--- src/nsc_pkg.sv ---
package nsc_pkg;

    localparam logic [7:0] CH_DOLLAR = 8'h24;
    localparam logic [7:0] CH_STAR   = 8'h2A;
    localparam logic [7:0] CH_CR     = 8'h0D;
    localparam logic [7:0] CH_LF     = 8'h0A;

    localparam int unsigned CFG_INDEX_W = 1;
    localparam int unsigned CFG_DATA_W  = 8;

    localparam logic [CFG_INDEX_W-1:0] REG_STRICT_MODE = 1'b0;
    localparam logic [CFG_INDEX_W-1:0] REG_MAX_LENGTH  = 1'b1;

    localparam logic [7:0] MAX_LENGTH_RESET = 8'd82;
    localparam logic [7:0] COUNT_MAX        = 8'd255;

    typedef enum logic [2:0] {
        PH_START  = 3'd0,
        PH_BODY   = 3'd1,
        PH_HEX_HI = 3'd2,
        PH_HEX_LO = 3'd3,
        PH_CR     = 3'd4,
        PH_LF     = 3'd5,
        PH_DONE   = 3'd6
    } phase_t;

    typedef struct packed {
        logic [7:0] char_byte;
        logic       final_byte;
    } nsc_in_t;

    typedef struct packed {
        logic       sentence_ok;
        logic [7:0] xor_sum;
        logic [7:0] byte_count;
    } nsc_out_t;

    // Result request from the parser to the result register
    typedef struct packed {
        logic     valid;
        nsc_out_t data;
    } nsc_res_req_t;

endpackage

--- src/nsc_parser.sv ---
module nsc_parser import nsc_pkg::*; (
    input  logic         aclk,
    input  logic         aresetn,
    input  logic         in_valid,
    output logic         in_ready,
    input  nsc_in_t      in_item,
    input  logic         strict_mode,
    input  logic [7:0]   max_length,
    input  logic         res_slot_free,
    output nsc_res_req_t res_req
);

    logic       in_valid_reg;
    nsc_in_t    in_item_reg;

    phase_t     phase_reg, phase_next;
    logic [7:0] xor_reg, xor_next;
    logic [3:0] nibble_reg, nibble_next;
    logic [7:0] count_reg, count_next;
    logic       good_reg, good_next;

    logic       advance;
    logic [4:0] hex;

    // Bit 4 flags a byte that is not a hex digit; value then reads as zero
    function automatic logic [4:0] hex_value(input logic [7:0] b);
        logic [4:0] v;
        v = 5'h10;
        if (b >= 8'h30 && b <= 8'h39) v = {1'b0, b[3:0]};
        else if ((b >= 8'h41 && b <= 8'h46) || (b >= 8'h61 && b <= 8'h66))
            v = {1'b0, b[3:0] + 4'd9};
        return v;
    endfunction

    // A final byte waits for room in the result register; others move straight on
    assign advance  = in_valid_reg && (!in_item_reg.final_byte || res_slot_free);
    assign in_ready = !in_valid_reg || advance;
    assign hex      = hex_value(in_item_reg.char_byte);

    always_ff @(posedge aclk) begin
        if (!aresetn) begin
            in_valid_reg <= 1'b0;
        end else if (in_ready) begin
            in_valid_reg <= in_valid;
        end
        if (in_ready && in_valid) begin
            in_item_reg <= in_item;
        end
    end

    // Next sentence state
    always_comb begin
        phase_next  = phase_reg;
        xor_next    = xor_reg;
        nibble_next = nibble_reg;
        count_next  = count_reg;
        good_next   = good_reg;
        if (phase_reg != PH_DONE) begin
            if (count_reg == COUNT_MAX) good_next = 1'b0;
            else count_next = count_reg + 8'd1;
        end
        unique case (phase_reg)
            PH_START: begin
                if (in_item_reg.char_byte != CH_DOLLAR) good_next = 1'b0;
                phase_next = PH_BODY;
            end
            PH_BODY: begin
                if (in_item_reg.char_byte == CH_STAR) begin
                    phase_next = PH_HEX_HI;
                end else if (in_item_reg.char_byte == CH_CR) begin
                    if (strict_mode) good_next = 1'b0;
                    phase_next = PH_LF;
                end else begin
                    xor_next = xor_reg ^ in_item_reg.char_byte;
                end
            end
            PH_HEX_HI: begin
                if (hex[4]) good_next = 1'b0;
                nibble_next = hex[3:0];
                phase_next  = PH_HEX_LO;
            end
            PH_HEX_LO: begin
                if (hex[4] || {nibble_reg, hex[3:0]} != xor_reg) good_next = 1'b0;
                phase_next = PH_CR;
            end
            PH_CR: begin
                if (in_item_reg.char_byte == CH_CR) begin
                    phase_next = PH_LF;
                end else begin
                    good_next  = 1'b0;
                    phase_next = PH_DONE;
                end
            end
            PH_LF: begin
                if (in_item_reg.char_byte != CH_LF) good_next = 1'b0;
                phase_next = PH_DONE;
            end
            default: begin
                // after LF, or after a missing CR: drop the byte
            end
        endcase
    end

    // Result request on the final byte
    always_comb begin
        res_req.valid            = advance && in_item_reg.final_byte;
        res_req.data.sentence_ok = good_next && (phase_next == PH_DONE)
                                   && (count_next <= max_length);
        res_req.data.xor_sum     = xor_next;
        res_req.data.byte_count  = count_next;
    end

    always_ff @(posedge aclk) begin
        if (!aresetn) begin
            phase_reg  <= PH_START;
            xor_reg    <= '0;
            nibble_reg <= '0;
            count_reg  <= '0;
            good_reg   <= 1'b1;
        end else if (advance) begin
            if (in_item_reg.final_byte) begin
                phase_reg  <= PH_START;
                xor_reg    <= '0;
                nibble_reg <= '0;
                count_reg  <= '0;
                good_reg   <= 1'b1;
            end else begin
                phase_reg  <= phase_next;
                xor_reg    <= xor_next;
                nibble_reg <= nibble_next;
                count_reg  <= count_next;
                good_reg   <= good_next;
            end
        end
    end

endmodule

--- config.mk ---
export PLATFORM = sky130hd
export DESIGN_NAME = nsc_parser
export DESIGN_NICKNAME = d
export VERILOG_FILES = /design/src/nsc_pkg.sv /design/src/nsc_parser.sv
export SDC_FILE = /design/constraint.sdc
export NUM_CORES = 1
export LEC_CHECK = 0
export ABC_AREA = 1
export BUFFER_PORTS_ARGS = -buffer_cell sky130_fd_sc_hd__buf_2
export CORE_MARGIN = 5
export CORE_UTILIZATION = 46
export CTS_CLUSTER_DIAMETER = 60
export DETAILED_ROUTE_END_ITERATION = 10
export PLACE_DENSITY_LB_ADDON = 0.1
export SYNTH_ARGS = -nofsm -noshare
export SYNTH_HDL_FRONTEND = slang
export SYNTH_SLANG_ARGS = --single-unit
--- constraint.sdc ---
create_clock -name aclk -period 2.4 [get_ports aclk]
set_input_delay 0.24 -clock aclk [delete_from_list [all_inputs] [get_ports aclk]]
set_output_delay 0.24 -clock aclk [all_outputs]
set_load 0.01 [all_outputs]
==> summary.md <==
| Metric | Value |
|---|---|
| Number of synthesized register bits | 34 |
| Drt pass-1 iters | 4 |
| Layout cells sized above 1 | 0.315 |
| CP top delay family | simple AND/OR/NAND/NOR gates |
| Avg WL per Cell | around 12 um |
| Instance count on the critical path | 15 |
| Worst-Margin Slew | about 0.85 ns |
| FF-to-FF path depth | 10 |
| # rows | 26 |
| H-tree depth | 2 |
| I/O pin cnt | just over 40 |
| Horiz. Die Dim | roughly 82 um |
| Max Slew Vio Count | 0 |
| Max reg flops | 9 |
| Synthesized cell area | between 2000 and 2500 um2 |
| P&R area growth vs syn | 29.8% |
| Yosys cell types | 36 |
| Number of antenna diodes | 0 |
| Main synth FF type | dfxtp_1 |
| Core Box Area | just over 5000 um2 |
| Slowest CP cell | dfxtp_2 |
| Post-layout util | 0.608 |
| Initial drt markers | 89 |
| Average size of a mapped cell | roughly 7 um2 |
| Final period util | 1.18 |
| Initial Utilization | 0.468 |
| Maxcap violations | 0 |
| GRT overflow | 0 |
| Synth area leader | dfxtp_1 |
| Critical Path AT | ~2.6 ns |
| Top cell by count, worst path | nand2_1 |
| Hpwl dp | 4560 um |
| # nets final | about 450 |
| Worst-Skew Late Latency | roughly 0.28 ns |
| Pwr dens | 396 nW/um2 |
| Most common cell in the netlist | nand2_1 |
| Setup Skew | between 0.006 and 0.007 ns |
| Crit path to | res_req[16] |
| Inserted Clock Buffers | 5 |
| Hold crit path type | input port to flip-flop |
| Yosys warns | 0 |
| Die Ht | approximately 80 um |
| Worst vdd ir | between 300 and 400 uV |
| Final hold violation count | 0 |
| Setup slack, reg-to-reg | 0.47 ns |
| Static Leak | between 1 and 1.5 nW |
| Top-area cell type share of the netlist area | 0.212 |
| Failing checks | setup timing |
| Worst Setup End Kind | output port |
| Max stage delay on crit path | about 0.34 ns |
| Ys async rst share | 0 |
| Buffers on Ports | 40 |
| CP startpoint kind | flip-flop |
| Bufs and invs on worst path | 4 |
| Number of buffers on the longest clock path | 2 |
| Worst hold slack | ~0.13 ns |
| Unrepaired setup endpoints after global routing | yes |
| GP Congestion | between 0.8 and 0.9 |
| CP Class | flip-flop to output port |
| Root buf cell | clkbuf_8 |
| Vias | about 2300 |
| Reg clk slew, reported paths | 0.07 ns |
| Status | finished, violations left |
| Worst Slack Setup Final | -0.421 ns |
| Initial antenna violation count | 0 |
| Residual DRC | 0 |
| Setup crit start | count_reg[0] |
| Synth Instances | approximately 330 |
| Critical Path Fanout Max | 2 |
| Avg Vias per Cell | between 4 and 5 |
| Clock sink count | 34 |
| Vias in the first global route | between 2000 and 2500 |
| Critical R2R Launch | in_item_reg[1] |
| CTS tree | built |
| Synth cell count leaders | nand2_1, inv_1, a21oi_1, dfxtp_1, nor2_1 |
| Register area share after synthesis | 0.326 |
| Routed WL | between 5000 and 6000 um |
| Highest clock rate | between 0.3 and 0.4 GHz |
| Largest net degree at the start of global routing | 26 |
| Synth top area cells | dfxtp_1, nand2_1, edfxtp_1 |
| Final critical path time including I/O delays and setup | ~2.8 ns |
| Global-route wire length before repair | 9910 um |
| Setup violators final | 1 |
| Hold_buf cts | 0 |
| Worst EP required | between 2 and 2.5 ns |
| Reg-to-reg critical path endpoint | good_reg |
| Area of the die | roughly 6700 um2 |
| Antenna-violating nets left | 0 |
| Worst rel slew slack | 0.430 |
| Syn Nets | approximately 370 |
| CP cell instances | ha_4, nand3_2, nor2_4, buf_4, buf_4, nand4_1, nand2_1, ha_1, nand2_1, inv_1, nand2_1, o41ai_1, nand2_1, nor2_2, buf_2 |
| Tot GR Track Use | 0.190 |
| Post-synth EDFFs | 9 |
==> layout by cell type (no fill, tap or decap), drive strengths merged <==
cell type  Yosys  routed
a211oi         1       1
a21boi         1       1
a21oi         31      31
buf            1      75
clkbuf         4       8
dfxtp         25      25
edfxtp         9       9
ha            14      14
inv           47      47
nand2        105     105
nand3         23      23
nand3b         1       1
nand4         11      11
nor2          29      29
nor3           2       2
nor4           1       1
o211ai         1       1
o21ai          6       6
o311ai         1       1
o41ai          1       1
xnor2          7       7
xor2          11      11
==> worst min-delay path by stage <==
stage / cells after the start / slack (ns) / endpoint / from
after floorplan: 0 / 0.34 / in_item_reg[0] / in_item[0]
after global placement: 1 / 0.42 / in_item_reg[8] / in_item[8]
after detailed placement: 1 / 0.42 / in_item_reg[2] / in_item[2]
after CTS: 1 / 0.12 / in_item_reg[2] / in_item[2]
after global routing: 1 / 0.13 / in_item_reg[2] / in_item[2]
final: 1 / 0.13 / in_item_reg[2] / in_item[2]
==> worst register-to-register path: stages (launching register included) <==
cell and delay [ns]:
edfxtp_1 0.46, ha_1 0.27, buf_4 0.15, nand4_4 0.14
inv_2 0.06, a21boi_1 0.21, o311ai_1 0.14, nor2_1 0.16
nand2_1 0.11, nand3_1 0.08, nand2_1 0.05
==> repair_timing <==
action | in CTS | in global routing
cloned | 0 | 0
resized for setup | 12 | 1
hold endpoints to repair | 0 | 0
endpoints found under the setup margin | 1 | 4
buffers inserted | 6 | 1
pin swaps | 15 | 1
==> per-stage QoR <==
step	area (um2)	setup slack, ns	TNS (ns)	total power [mW]	instances
2_1_floorplan	2390	-0.0137	-0.0137	0.741	332
3_3_place_gp	2870	-0.0714	-0.0714	0.808	465
3_5_place_dp	2870	-0.126	-0.126	0.809	465
4_1_cts	3050	-0.381	-0.381	1.23	479
5_1_grt	3070	-0.636	-0.636	1.27	480
6_report	3070	-0.421	-0.421	1.21	480
==> cell type report <==
cell class / count / area, um2
clock buffer: 8 / 80.1
sequential: 34 / 773
tap: 70 / 87.6
fill: 497 / 1980
multi-input combinational: 246 / 1480
timing repair buffer: 75 / 467
inverter: 47 / 181
==> power by group <==
part	internal (mW)	switching, mW
registers	0.605	0.0156
logic	0.0770	0.112
clock network	0.206	0.197
==> cells by family after synthesis <==
family / share of synthesized area
XOR/XNOR: 0.0731
flip-flops: 0.326
buffers and inverters: 0.0842
AO/OA/AOI/OAI: 0.0969
AND/OR/NAND/NOR: 0.345
adder cells (fa/ha/maj): 0.0742
==> per-layer routing <==
layer  wire (um)  GRT usage  part of all wire
met1        2730      0.243              0.46
met2        2820      0.330              0.48
met3         308     0.0362             0.052
met4          37     0.0465            0.0063
met5           0          0                 0
Note: power is estimated with default switching activity, not from simulation.
